### config.mk
export PLATFORM = sky130hd
export DESIGN_NAME = double_hash_table_unit
export DESIGN_NICKNAME = d
export VERILOG_FILES = /design/src/dht_pkg.sv /design/src/dht_hash.sv /design/src/double_hash_table_unit.sv
export SDC_FILE = /design/constraint.sdc
export NUM_CORES = 2
export LEC_CHECK = 0
export ABC_AREA = 1
export BUFFER_PORTS_ARGS = -buffer_cell sky130_fd_sc_hd__buf_2
export CAP_MARGIN = 10
export CORE_MARGIN = 4
export CORE_UTILIZATION = 30
export DETAILED_ROUTE_END_ITERATION = 6
export PLACE_DENSITY = 0.49
export SYNTH_ARGS = -nofsm -noshare
export SYNTH_HDL_FRONTEND = slang
export SYNTH_HIERARCHICAL = 1
export SYNTH_SLANG_ARGS = --single-unit
### constraint.sdc
create_clock -name clk -period 10.83 [get_ports clk]
set_input_delay 1.083 -clock clk [delete_from_list [all_inputs] [get_ports clk]]
set_output_delay 1.083 -clock clk [all_outputs]
set_load 0.005 [all_outputs]
### src/dht_pkg.sv
// shared types and constants for the double hash table unit
// no dependencies

package dht_pkg;

  localparam int TABLE_SIZE = 64;
  localparam int SLOT_W     = 6;
  localparam int KEY_W      = 31;
  localparam int SIZE_W     = 7;
  localparam int Q_W        = 6;
  localparam int CNT_W      = 7;
  localparam int STATUS_W   = 3;
  localparam int CMD_W      = 2;
  localparam int CFG_IDX_W  = 1;
  localparam int CFG_DATA_W = 7;
  localparam int BIT_CNT_W  = 5;

  localparam logic [SIZE_W-1:0] SIZE_RESET = SIZE_W'(13);
  localparam logic [Q_W-1:0]    Q_RESET    = Q_W'(11);
  localparam logic [SIZE_W-1:0] SIZE_MIN   = SIZE_W'(2);
  localparam logic [SIZE_W-1:0] SIZE_MAX   = SIZE_W'(TABLE_SIZE);

  localparam logic [CMD_W-1:0] CMD_INSERT = CMD_W'(0);
  localparam logic [CMD_W-1:0] CMD_SEARCH = CMD_W'(1);
  localparam logic [CMD_W-1:0] CMD_READ   = CMD_W'(2);

  localparam logic [CFG_IDX_W-1:0] CFG_TABLE_SIZE   = CFG_IDX_W'(0);
  localparam logic [CFG_IDX_W-1:0] CFG_STEP_MODULUS = CFG_IDX_W'(1);

  localparam logic [STATUS_W-1:0] ST_INSERTED  = STATUS_W'(0);
  localparam logic [STATUS_W-1:0] ST_FULL      = STATUS_W'(1);
  localparam logic [STATUS_W-1:0] ST_FOUND     = STATUS_W'(2);
  localparam logic [STATUS_W-1:0] ST_NOT_FOUND = STATUS_W'(3);
  localparam logic [STATUS_W-1:0] ST_READ      = STATUS_W'(4);
  localparam logic [STATUS_W-1:0] ST_ZERO_KEY  = STATUS_W'(5);

  typedef struct packed {
    logic [CMD_W-1:0]  command;
    logic [KEY_W-1:0]  key;
    logic [SLOT_W-1:0] slot_index;
  } in_beat_t;

  typedef struct packed {
    logic [STATUS_W-1:0] status;
    logic [SLOT_W-1:0]   slot;
    logic [KEY_W-1:0]    stored_key;
    logic [CNT_W-1:0]    collisions;
  } out_beat_t;

  typedef struct packed {
    logic [SLOT_W-1:0] base;
    logic [SLOT_W-1:0] stepm;
  } hash_t;

endpackage

### src/dht_hash.sv
// bit-serial remainder unit: key mod m, key mod q, then (q - key mod q) mod m
// depends on dht_pkg

module dht_hash (
  input  logic                       clk,
  input  logic                       rst_n,
  input  logic                       start,
  input  logic [dht_pkg::KEY_W-1:0]  key,
  input  logic [dht_pkg::SIZE_W-1:0] m,
  input  logic [dht_pkg::Q_W-1:0]    q,
  output logic                       done,
  output dht_pkg::hash_t             hash
);

  typedef enum logic [3:0] {
    H_IDLE = 4'b0001,
    H_KEY  = 4'b0010,
    H_STEP = 4'b0100,
    H_DONE = 4'b1000
  } hstate_t;

  hstate_t                        state_r, state_nxt;
  logic [dht_pkg::BIT_CNT_W-1:0]  cnt_r, cnt_nxt;
  logic [dht_pkg::KEY_W-1:0]      key_r, key_nxt;
  logic [dht_pkg::Q_W-1:0]        step_r, step_nxt;
  logic [dht_pkg::SIZE_W-1:0]     rem_m_r, rem_m_nxt;
  logic [dht_pkg::Q_W-1:0]        rem_q_r, rem_q_nxt;
  logic [dht_pkg::SIZE_W:0]       tm;
  logic [dht_pkg::Q_W:0]          tq;
  logic                           in_bit;

  always_comb begin
    in_bit = (state_r == H_STEP) ? step_r[dht_pkg::Q_W-1] : key_r[dht_pkg::KEY_W-1];
    tm = {rem_m_r, in_bit};
    tq = {rem_q_r, in_bit};
  end

  always_comb begin
    state_nxt = state_r;
    cnt_nxt   = cnt_r;
    key_nxt   = key_r;
    step_nxt  = step_r;
    rem_m_nxt = rem_m_r;
    rem_q_nxt = rem_q_r;
    case (state_r)
      H_IDLE: begin
        if (start) begin
          key_nxt   = key;
          rem_m_nxt = '0;
          rem_q_nxt = '0;
          cnt_nxt   = dht_pkg::BIT_CNT_W'(dht_pkg::KEY_W - 1);
          state_nxt = H_KEY;
        end
      end
      H_KEY: begin
        key_nxt = {key_r[dht_pkg::KEY_W-2:0], 1'b0};
        if (tm >= {1'b0, m}) begin
          rem_m_nxt = dht_pkg::SIZE_W'(tm - {1'b0, m});
        end else begin
          rem_m_nxt = tm[dht_pkg::SIZE_W-1:0];
        end
        if (tq >= {1'b0, q}) begin
          rem_q_nxt = dht_pkg::Q_W'(tq - {1'b0, q});
        end else begin
          rem_q_nxt = tq[dht_pkg::Q_W-1:0];
        end
        cnt_nxt = cnt_r - 1'b1;
        if (cnt_r == '0) begin
          // rem_m now holds the base slot, keep it in step_r's partner below
          step_nxt  = q - rem_q_nxt;
          rem_q_nxt = rem_m_nxt[dht_pkg::Q_W-1:0];
          rem_m_nxt = '0;
          cnt_nxt   = dht_pkg::BIT_CNT_W'(dht_pkg::Q_W - 1);
          state_nxt = H_STEP;
        end
      end
      H_STEP: begin
        step_nxt = {step_r[dht_pkg::Q_W-2:0], 1'b0};
        if (tm >= {1'b0, m}) begin
          rem_m_nxt = dht_pkg::SIZE_W'(tm - {1'b0, m});
        end else begin
          rem_m_nxt = tm[dht_pkg::SIZE_W-1:0];
        end
        cnt_nxt = cnt_r - 1'b1;
        if (cnt_r == '0) begin
          state_nxt = H_DONE;
        end
      end
      H_DONE: begin
        state_nxt = H_IDLE;
      end
      default: begin
        state_nxt = H_IDLE;
      end
    endcase
  end

  always_ff @(posedge clk) begin
    if (!rst_n) begin
      state_r <= H_IDLE;
    end else begin
      state_r <= state_nxt;
    end
    cnt_r   <= cnt_nxt;
    key_r   <= key_nxt;
    step_r  <= step_nxt;
    rem_m_r <= rem_m_nxt;
    rem_q_r <= rem_q_nxt;
  end

  // during the step phase rem_q_r carries the base slot
  assign done       = (state_r == H_DONE);
  assign hash.base  = rem_q_r;
  assign hash.stepm = rem_m_r[dht_pkg::SLOT_W-1:0];

  a_base_in_range: assert property (@(posedge clk) disable iff (!rst_n)
    done |-> ({1'b0, hash.base} < m))
    else $error("base slot not below table size");

  a_step_in_range: assert property (@(posedge clk) disable iff (!rst_n)
    done |-> ({1'b0, hash.stepm} < m))
    else $error("reduced step not below table size");

  a_done_after_step: assert property (@(posedge clk) disable iff (!rst_n)
    done |-> $past(state_r) == H_STEP)
    else $error("done without step phase");

endmodule

### src/double_hash_table_unit.sv
// double hashing open-addressing table: slot memory, probe sequencer, output register
// depends on dht_pkg and dht_hash
//
//  port group  dir  handshake          beat
//  in_         in   in_valid/in_stall   dht_pkg::in_beat_t (command, key, slot_index)
//  out_        out  out_valid/out_stall dht_pkg::out_beat_t (status, slot, stored_key, collisions)
//  cfg_        in   cfg_valid/cfg_ready cfg_index, cfg_data (table_size, step_modulus)
//
// insert/search: accept, then bit-serial hashing (start, 31 key bits, 6 step bits, done),
// then per probe a memory read and a compare, then the beat goes to the output register;
// read slot: accept, slot read, response; zero key: accept, response;
// one item in flight at a time
// reset clears the valid bits of all 64 slots at once; no clearing pass
// the next input beat is taken while the last result still sits in the output register

module double_hash_table_unit (
  input  logic                          clk,
  input  logic                          rst_n,
  input  logic                          in_valid,
  output logic                          in_stall,
  input  dht_pkg::in_beat_t             in_data,
  output logic                          out_valid,
  input  logic                          out_stall,
  output dht_pkg::out_beat_t            out_data,
  input  logic                          cfg_valid,
  output logic                          cfg_ready,
  input  logic [dht_pkg::CFG_IDX_W-1:0] cfg_index,
  input  logic [dht_pkg::CFG_DATA_W-1:0] cfg_data
);

  typedef enum logic [5:0] {
    S_IDLE = 6'b000001,
    S_HASH = 6'b000010,
    S_RD   = 6'b000100,
    S_CK   = 6'b001000,
    S_SLOT = 6'b010000,
    S_RESP = 6'b100000
  } state_t;

  state_t                          state_r, state_nxt;
  logic [dht_pkg::SIZE_W-1:0]      table_size_r;
  logic [dht_pkg::Q_W-1:0]         step_modulus_r;
  logic [dht_pkg::SIZE_W-1:0]      m_eff;
  logic [dht_pkg::Q_W-1:0]         q_eff;

  logic [dht_pkg::CMD_W-1:0]       cmd_r, cmd_nxt;
  logic [dht_pkg::KEY_W-1:0]       key_r, key_nxt;
  logic [dht_pkg::SLOT_W-1:0]      idx_r, idx_nxt;
  logic [dht_pkg::SLOT_W-1:0]      slot_r, slot_nxt;
  logic [dht_pkg::SLOT_W-1:0]      stepm_r, stepm_nxt;
  logic [dht_pkg::CNT_W-1:0]       probe_r, probe_nxt;
  dht_pkg::out_beat_t              res_r, res_nxt;
  logic                            out_valid_r, out_valid_nxt;
  dht_pkg::out_beat_t              out_data_r, out_data_nxt;

  logic [dht_pkg::KEY_W-1:0]       mem [dht_pkg::TABLE_SIZE];
  logic [dht_pkg::TABLE_SIZE-1:0]  vld_r;
  logic [dht_pkg::KEY_W-1:0]       rd_q;
  logic                            rd_vld_q;
  logic [dht_pkg::KEY_W-1:0]       word;
  logic [dht_pkg::SLOT_W-1:0]      rd_addr;
  logic                            wr_en;

  logic                            in_acc;
  logic                            hash_start;
  logic                            hash_done;
  dht_pkg::hash_t                  hash;
  logic [dht_pkg::SLOT_W:0]        slot_sum;
  logic [dht_pkg::SLOT_W-1:0]      slot_adv;
  logic [dht_pkg::CNT_W-1:0]       probe_inc;
  logic                            resp_go;

  dht_hash u_hash (
    .clk   (clk),
    .rst_n (rst_n),
    .start (hash_start),
    .key   (key_r),
    .m     (m_eff),
    .q     (q_eff),
    .done  (hash_done),
    .hash  (hash)
  );

  always_comb begin
    if (table_size_r < dht_pkg::SIZE_MIN) begin
      m_eff = dht_pkg::SIZE_MIN;
    end else if (table_size_r > dht_pkg::SIZE_MAX) begin
      m_eff = dht_pkg::SIZE_MAX;
    end else begin
      m_eff = table_size_r;
    end
    q_eff = (step_modulus_r == '0) ? dht_pkg::Q_W'(1) : step_modulus_r;
  end

  assign cfg_ready = (state_r == S_IDLE);

  always_ff @(posedge clk) begin
    if (!rst_n) begin
      table_size_r   <= dht_pkg::SIZE_RESET;
      step_modulus_r <= dht_pkg::Q_RESET;
    end else if (cfg_valid && cfg_ready) begin
      case (cfg_index)
        dht_pkg::CFG_TABLE_SIZE: begin
          table_size_r <= cfg_data;
        end
        dht_pkg::CFG_STEP_MODULUS: begin
          step_modulus_r <= cfg_data[dht_pkg::Q_W-1:0];
        end
        default: begin
          table_size_r <= table_size_r;
        end
      endcase
    end
  end

  assign in_stall = (state_r != S_IDLE);
  assign in_acc   = in_valid && !in_stall;

  // slot memory with valid bits; read data registered
  assign rd_addr = (state_r == S_IDLE) ? in_data.slot_index : slot_r;
  assign word    = rd_vld_q ? rd_q : '0;

  always_ff @(posedge clk) begin
    rd_q <= mem[rd_addr];
    if (wr_en) begin
      mem[slot_r] <= key_r;
    end
  end

  always_ff @(posedge clk) begin
    if (!rst_n) begin
      vld_r    <= '0;
      rd_vld_q <= 1'b0;
    end else begin
      rd_vld_q <= vld_r[rd_addr];
      if (wr_en) begin
        vld_r[slot_r] <= 1'b1;
      end
    end
  end

  assign slot_sum  = {1'b0, slot_r} + {1'b0, stepm_r};
  assign slot_adv  = (slot_sum >= m_eff) ? dht_pkg::SLOT_W'(slot_sum - m_eff)
                                         : slot_sum[dht_pkg::SLOT_W-1:0];
  assign probe_inc = probe_r + 1'b1;
  assign resp_go   = !out_valid_r || !out_stall;

  always_comb begin
    state_nxt     = state_r;
    cmd_nxt       = cmd_r;
    key_nxt       = key_r;
    idx_nxt       = idx_r;
    slot_nxt      = slot_r;
    stepm_nxt     = stepm_r;
    probe_nxt     = probe_r;
    res_nxt       = res_r;
    hash_start    = 1'b0;
    wr_en         = 1'b0;
    out_valid_nxt = out_valid_r && out_stall;
    out_data_nxt  = out_data_r;
    case (state_r)
      S_IDLE: begin
        if (in_acc) begin
          cmd_nxt = in_data.command;
          key_nxt = in_data.key;
          idx_nxt = in_data.slot_index;
          if (in_data.command[1]) begin
            state_nxt = S_SLOT;
          end else if (in_data.key == '0) begin
            res_nxt   = '{status: dht_pkg::ST_ZERO_KEY, slot: '0, stored_key: '0,
                          collisions: '0};
            state_nxt = S_RESP;
          end else begin
            state_nxt = S_HASH;
          end
        end
      end
      S_HASH: begin
        hash_start = !hash_done;
        if (hash_done) begin
          slot_nxt  = hash.base;
          stepm_nxt = hash.stepm;
          probe_nxt = '0;
          state_nxt = S_RD;
        end
      end
      S_RD: begin
        state_nxt = S_CK;
      end
      S_CK: begin
        state_nxt = S_RESP;
        if (cmd_r == dht_pkg::CMD_INSERT) begin
          if (word == '0) begin
            wr_en   = 1'b1;
            res_nxt = '{status: dht_pkg::ST_INSERTED, slot: slot_r, stored_key: key_r,
                        collisions: probe_r};
          end else if (probe_inc == m_eff) begin
            res_nxt = '{status: dht_pkg::ST_FULL, slot: '0, stored_key: '0,
                        collisions: m_eff};
          end else begin
            probe_nxt = probe_inc;
            slot_nxt  = slot_adv;
            state_nxt = S_RD;
          end
        end else begin
          if (word == '0) begin
            res_nxt = '{status: dht_pkg::ST_NOT_FOUND, slot: '0, stored_key: '0,
                        collisions: '0};
          end else if (word == key_r) begin
            res_nxt = '{status: dht_pkg::ST_FOUND, slot: slot_r, stored_key: key_r,
                        collisions: '0};
          end else if (probe_inc == m_eff) begin
            res_nxt = '{status: dht_pkg::ST_NOT_FOUND, slot: '0, stored_key: '0,
                        collisions: '0};
          end else begin
            probe_nxt = probe_inc;
            slot_nxt  = slot_adv;
            state_nxt = S_RD;
          end
        end
      end
      S_SLOT: begin
        res_nxt   = '{status: dht_pkg::ST_READ, slot: idx_r, stored_key: word,
                      collisions: '0};
        state_nxt = S_RESP;
      end
      S_RESP: begin
        if (resp_go) begin
          out_valid_nxt = 1'b1;
          out_data_nxt  = res_r;
          state_nxt     = S_IDLE;
        end
      end
      default: begin
        state_nxt = S_IDLE;
      end
    endcase
  end

  always_ff @(posedge clk) begin
    if (!rst_n) begin
      state_r     <= S_IDLE;
      out_valid_r <= 1'b0;
    end else begin
      state_r     <= state_nxt;
      out_valid_r <= out_valid_nxt;
    end
    cmd_r      <= cmd_nxt;
    key_r      <= key_nxt;
    idx_r      <= idx_nxt;
    slot_r     <= slot_nxt;
    stepm_r    <= stepm_nxt;
    probe_r    <= probe_nxt;
    res_r      <= res_nxt;
    out_data_r <= out_data_nxt;
  end

  assign out_valid = out_valid_r;
  assign out_data  = out_data_r;

  a_accept_leaves_idle: assert property (@(posedge clk) disable iff (!rst_n)
    in_acc |=> state_r != S_IDLE)
    else $error("accepted beat did not start work");

  a_write_only_on_insert: assert property (@(posedge clk) disable iff (!rst_n)
    wr_en |-> (state_r == S_CK) && (cmd_r == dht_pkg::CMD_INSERT) && (key_r != '0))
    else $error("slot write outside insert check");

  a_write_sets_valid: assert property (@(posedge clk) disable iff (!rst_n)
    wr_en |=> vld_r[$past(slot_r)])
    else $error("written slot not marked valid");

  a_probe_bounded: assert property (@(posedge clk) disable iff (!rst_n)
    (state_r == S_CK) |-> (probe_r < m_eff) && ({1'b0, slot_r} < m_eff))
    else $error("probe past table size");

  a_result_not_lost: assert property (@(posedge clk) disable iff (!rst_n)
    (state_r == S_RESP) && out_valid_r && out_stall |=> state_r == S_RESP)
    else $error("result dropped while output register full");

endmodule

**Yosys cells after proc, flatten, opt, wreduce, memory -nomap -nowiden**

Memory sizes are Yosys's and may differ from the RTL's. A register that Yosys moved wholly into a read port is not among the register bits.
Index checks and enable logic that the tools add are counted.

- Bits in registers: 296
- Memory bits (writable): 1984
- Bits of input ports: 52
- Output and inout port bits: 50
- Logic and storage cells: 174
- Memories: 1

- Add/sub/neg operators: 7
- $lt $le $gt $ge: 8
- Eq/ne operators: 25
- Mux-type cells: 74
- Bitwise operators: 2
- Reductions and logical operators: 31

Memories:

| memory | depth | width | rd ports | clocked after Yosys merged registers in | write ports | line | RTL |
|---|---|---|---|---|---|---|---|
| mem | 64 | 31 | 1 | 1 | 1 | double_hash_table_unit.sv:56 | `logic [dht_pkg::KEY_W-1:0] mem [dht_pkg::TABLE_SIZE];` |

Operators by type and width:

| kind | count |
|---|---|
| $mux 47 | 9 |
| $mux 6 | 24 |
| $pmux 47 s3 | 1 |
| $mux 7 | 11 |
| $or 64x64->64 | 1 |
| $logic_not 31->1 | 2 |
| $mux 31 | 2 |
| $pmux 31 s2 | 1 |
| $pmux 6 s2 | 3 |
| $pmux 6 s6 | 1 |
| $eq 31x31->1 | 1 |
| $pmux 7 s3 | 1 |
| $sub 6x6->6 | 3 |
| $reduce_and 2->1 | 8 |
| $pmux 5 s3 | 1 |
| $lt 6x7->1 const B | 2 |
| $pmux 7 s2 | 1 |
| $mux 4 | 3 |
| $ne 2x2->1 const B | 6 |
| $pmux 4 s3 | 1 |
| $mux 1 | 11 |
| $mux 5 | 2 |
| $ge 8x7->1 | 1 |
| $ne 4x4->1 const B | 2 |
| 37 further kinds | 49 |

**Depth between registers and ports, before layout**

- Depth after elaboration: 10
- Depth in mapped cells: 25
- Mapped depth without buffers: 24

**Hierarchy**

The synthesis kept the hierarchy.

By module, submodules not included:

| module | instances | cells an instance | area an instance (um^2) | seq. area each (um^2) |
|---|---|---|---|---|
| double_hash_table_unit | 1 | 7912 | 91715.5 | 66463.7 |
| dht_hash | 1 | 408 | 3553.4 | 1731.7 |

**Least setup slack after synthesis**

Ideal clock, no wire load.

- Path kind: input -> register
- Start point: input port out_stall
- End point: register out_data_r (netlist bit out_data[0]) (enable)
- Setup time: 0.467 ns
- Arrival: 3.338 ns
- Data required time: 10.363 ns
- Setup slack: 7.026 ns
- Cell stages on the path: 1
- Buffers on the path: 0
- Cell sequence: a21oi_1

- Word-level cells in the longest chain between the ends: 3

RTL lines:

| element | line | RTL |
|---|---|---|
| start, declared | double_hash_table_unit.sv:23 | `input logic out_stall,` |
| $logic_not 1->1 | double_hash_table_unit.sv:146 | `assign resp_go = !out_valid_r \|\| !out_stall;` |
| $logic_or 1x1->1 | double_hash_table_unit.sv:146 |  |
| $reduce_and 2->1 (no line) | -- |  |
| end signal, assigned | double_hash_table_unit.sv:255 | `out_data_r <= out_data_nxt;` |
| end, declared | double_hash_table_unit.sv:54 | `dht_pkg::out_beat_t out_data_r, out_data_nxt;` |

Every way passes these cells.
A chain may end at the register's enable or synchronous reset.

==> results.py <==
metrics = {
    "cells_and_area": {
        "areaGrowthSynthToFinish_pct": 14.0,
        "drive_above_1_share_pct": 8.69,
        "multi_input_area_um2": 23800,
        "final_cells": 12700,
        "fill_cells": 31200,
        "ff_latch_area_um2": 68200,
        "final_core_util_pct": 34.4,
        "nets": 8447,
    },
    "die": {
        "initial_utilization_pct": 30.2,
        "die_x_um": 572,
        "core_um2": 315000,
        "die_h_um": 572,
        "die_area_um2": 327000,
        "rows": 206,
        "ios": 102,
    },
    "worst_setup_path": {
        "slowest_stage": "buf_4",
        "critPathTopFamily": "buffers and inverters",
        "path_buf_inv": 6,
        "required_ns": 11.57,
        "cp-end-kind": "flop",
        "slowest_delay_ns": 0.71,
        "path_common_cell": "buf_4",
        "crit_chain": "inv_1 -> nor2_2 -> nand3_4 -> o21ai_4 -> buf_4 -> buf_4 -> buf_4 -> buf_4 -> buf_4 -> o211ai_1 -> nand3_1 -> nand3_1 -> nand3_1 -> nand2_1",
        "crit_fanout": 42,
        "crit_arrival_ns": 5.84,
        "crit_path_start_kind": "flop",
        "worstSetupPathType": "flop to flop",
    },
    "sta": {
        "period_needed_ns": 5.10,
        "slew_violations": 0,
        "finalSetupViolCount": 0,
        "rsz0062_at_grt": "no",
        "period_share_pct": 47.1,
        "worst_clock_skew_ns": 0.0403,
        "finalHoldViolCount": 0,
        "max-slew-margin-rel_pct": 26.9,
        "worst_pin_slew_ns": 1.09,
        "tns_ns": 0,
        "max_freq_ghz": 0.196,
    },
    "global_routing": {
        "grt_pass1_wl_um": 446000,
        "gr-total-overflow": 0,
        "grt_max_degree": 187,
        "first_global_vias": 61300,
        "track_usage_pct": 18.6,
        "antenna_found_initial": 10,
    },
    "cts": {
        "clkTransAtPathRegs_ns": 0.06,
        "clockBufferDepth": 3,
        "clock_sinks": 2311,
        "post-cts-setup-buffer-count": 0,
        "hold_buffers": 0,
        "insertion_delay_ns": 0.89,
        "cts_tree": "built",
        "cts-buffers-inserted": 239,
        "ctsResizeCount": 0,
        "htreeDepth": 4,
        "cts-root-buf": "clkbuf_16",
    },
    "detailed_routing": {
        "wl_met2_um": 145000,
        "wl_per_cell_um": 24.6,
        "met3WireLength_um": 22100,
        "wl_met1_um": 133000,
        "drc": 0,
        "drtIter0Drc": 6589,
        "ant_nets": 0,
        "vias": 63800,
        "routed_wl_um": 313000,
        "highest_layer": "met5",
        "detail_route.vias_per_cell": 5.01,
        "firstDrtPassIters": 7,
    },
    "yosys": {
        "syn-cell-area_um2": 95300,
        "synth_cells": 8320,
        "synth.top_cell.area_share_pct": 69.1,
        "synth.top_cells.by_area": "edfxtp_1, nand2_1, nand3_1",
        "yosysWarnings": 6,
        "synth_nets": 8409,
        "yosys.area.top_type": "edfxtp_1",
        "synth_cell_types": 52,
        "ys_seq_area_share_pct": 71.6,
        "synth_edf_count": 2191,
        "synthArstFlopShare_pct": 0,
        "synth_area_per_cell_um2": 11.5,
        "ys_seq_elements": 2311,
        "synth-main-ff-cell": "edfxtp_1",
    },
    "flow_run": {
        "drv_cap": 0,
    },
    "pwr": {
        "switching_share_pct": 43.1,
        "switchingPower_w": 0.0139,
        "seqPwrFrac_pct": 33.4,
        "p_leak_nw": 38.9,
        "clock_power_share_pct": 25.4,
        "powerDensity_nw_per_um2": 298,
        "pwr-share-comb_pct": 41.1,
        "peakVddDrop_mv": 0.340,
        "internal_power_w": 0.0184,
    },
    "min_path": {
        "hold_class": "input port to flop",
    },
    "place": {
        "routabilityCongestion": 0.841,
        "dp_hpwl_um": 169000,
        "portBuffers": 101,
        "dp_cells": 12300,
    },
    "outcome": {
        "status": "complete, no violations",
    },
}
power by group through the flow:
stage | Clock, W | Combinational, W | Sequential (W)
2_1_floorplan | 0 | 0.00778 | 0.0111
3_3_place_gp | 0 | 0.0133 | 0.0110
3_5_place_dp | 0 | 0.0133 | 0.0110
4_1_cts | 0.00837 | 0.0133 | 0.0108
5_1_grt | 0.00875 | 0.0145 | 0.0108
6_report | 0.00823 | 0.0133 | 0.0108
layout by cell type, fill, tap and decap left out, types with 11 or more instances in the layout:
cell       Yosys  final
o211ai_1     365    365
nor3_1        16     16
nand3_1      863    863
dfxtp_1      120    120
edfxtp_1    2191   2191
nor2_1       446    397
clkinv_2       1     38
xor2_1        31     31
buf_2        245    101
nand4_1       22     22
o21ai_0      369    367
o22ai_1       11     11
a21oi_1       32     31
buf_4         18    165
clkbuf_1     176     70
nor2_4         3     68
ha_1          32     32
inv_1        404    402
clkbuf_8       0     18
buf_12         0     14
bufinv_16      0     21
nand2_1     2744   2744
clkinv_1       2     53
o21ai_1       70     68
clkbuf_16      0    242
cell usage after synthesis (3+ instances only):
library cell / n
buf_2: 245
nand3_1: 863
a21oi_2: 4
o211ai_1: 365
xnor2_1: 8
clkbuf_1: 176
inv_2: 10
or2_2: 7
nor4_1: 9
nor2_1: 446
inv_1: 404
o21bai_1: 3
buf_4: 18
nand3b_1: 3
o22ai_1: 11
fa_1: 5
xor2_1: 31
nand2_2: 12
a22oi_1: 5
nand3_2: 3
ha_1: 32
nor3_1: 16
buf_6: 5
nor2_4: 3
buf_1: 39
a21oi_1: 32
edfxtp_1: 2191
nand4_1: 22
dfxtp_1: 120
nand2_1: 2744
o21ai_2: 6
o21ai_0: 369
o21ai_1: 70
nor2_2: 19
stage by stage:
step	instance area (um2)	total power [W]	hold WS (ns)	setup WS [ns]
3_3_place_gp	101000	0.0243	0.411	5.65
6_report	109000	0.0323	0.379	5.73
3_5_place_dp	101000	0.0243	0.405	5.65
4_1_cts	109000	0.0325	0.321	5.93
5_1_grt	109000	0.0340	0.353	5.60
2_1_floorplan	95300	0.0189	0.400	7.03
worst reg2reg max path: stages (launching register included):
cell,delay [ns]
dfxtp_1,0.33
inv_1,0.07
nor2_2,0.18
nand3_4,0.34
o21ai_4,0.29
buf_4,0.19
buf_4,0.38
buf_4,0.76
buf_4,0.76
buf_4,0.71
o211ai_1,0.20
nand3_1,0.11
nand3_1,0.08
nand3_1,0.44
nand2_1,0.13
registers in the layout (all words and copies together), names as in the netlist, 7 cells and up:
signal,flops
key_r,31
mem,1984
out_data,47
probe_r,7
rd_q,31
res_r,47
table_size_r,7
u_hash/key_r,31
u_hash/rem_m_r,7
vld_r,64
cells by family (layout without fill, tap and decap cells):
family                     after synthesis  count (layout)  synth area share [%]
and+or+nand+nor                       4161            4161                  17.9
DFF                                   2311            2311                  71.6
buffers and inverters                  901            1151                  3.99
AOI/OAI and AO/OA                      871             871                  5.64
xor gates and xnor gates                39              39                 0.359
adders and majority gates               37              37                 0.525
other                                    0               3                     0
area by class of cell:
type                       count  share of cell area (%)
clock inverter               123                    1.11
inverter                     418                    1.46
clock buffer                 330                    6.04
antenna                        3                 0.00691
sequential                  2311                    62.8
multi-input combinational   5108                    21.9
tap                         4160                    4.79
timing repair buffer         280                    1.86
per-layer routing:
metal  up-vias  track usage, %
met2      2249            30.0
met3       457            3.39
met5         -               0
met4         4            6.85
met1     32100            25.0
li1      29000               -
worst paths after layout:
path | end | start | depth (start not counted) | slack, ns
worst max-delay path | rd_q[8] | state_r[0] | 14 | 5.73
worst min-delay path | cmd_r[0] | in_data[37] | 1 | 0.38
worst max register to register | rd_q[8] | state_r[0] | 14 | 5.73
worst min register to register | out_data[40] | res_r[40] | 0 | 0.42
Note: power is estimated with default switching activity, not from simulation.
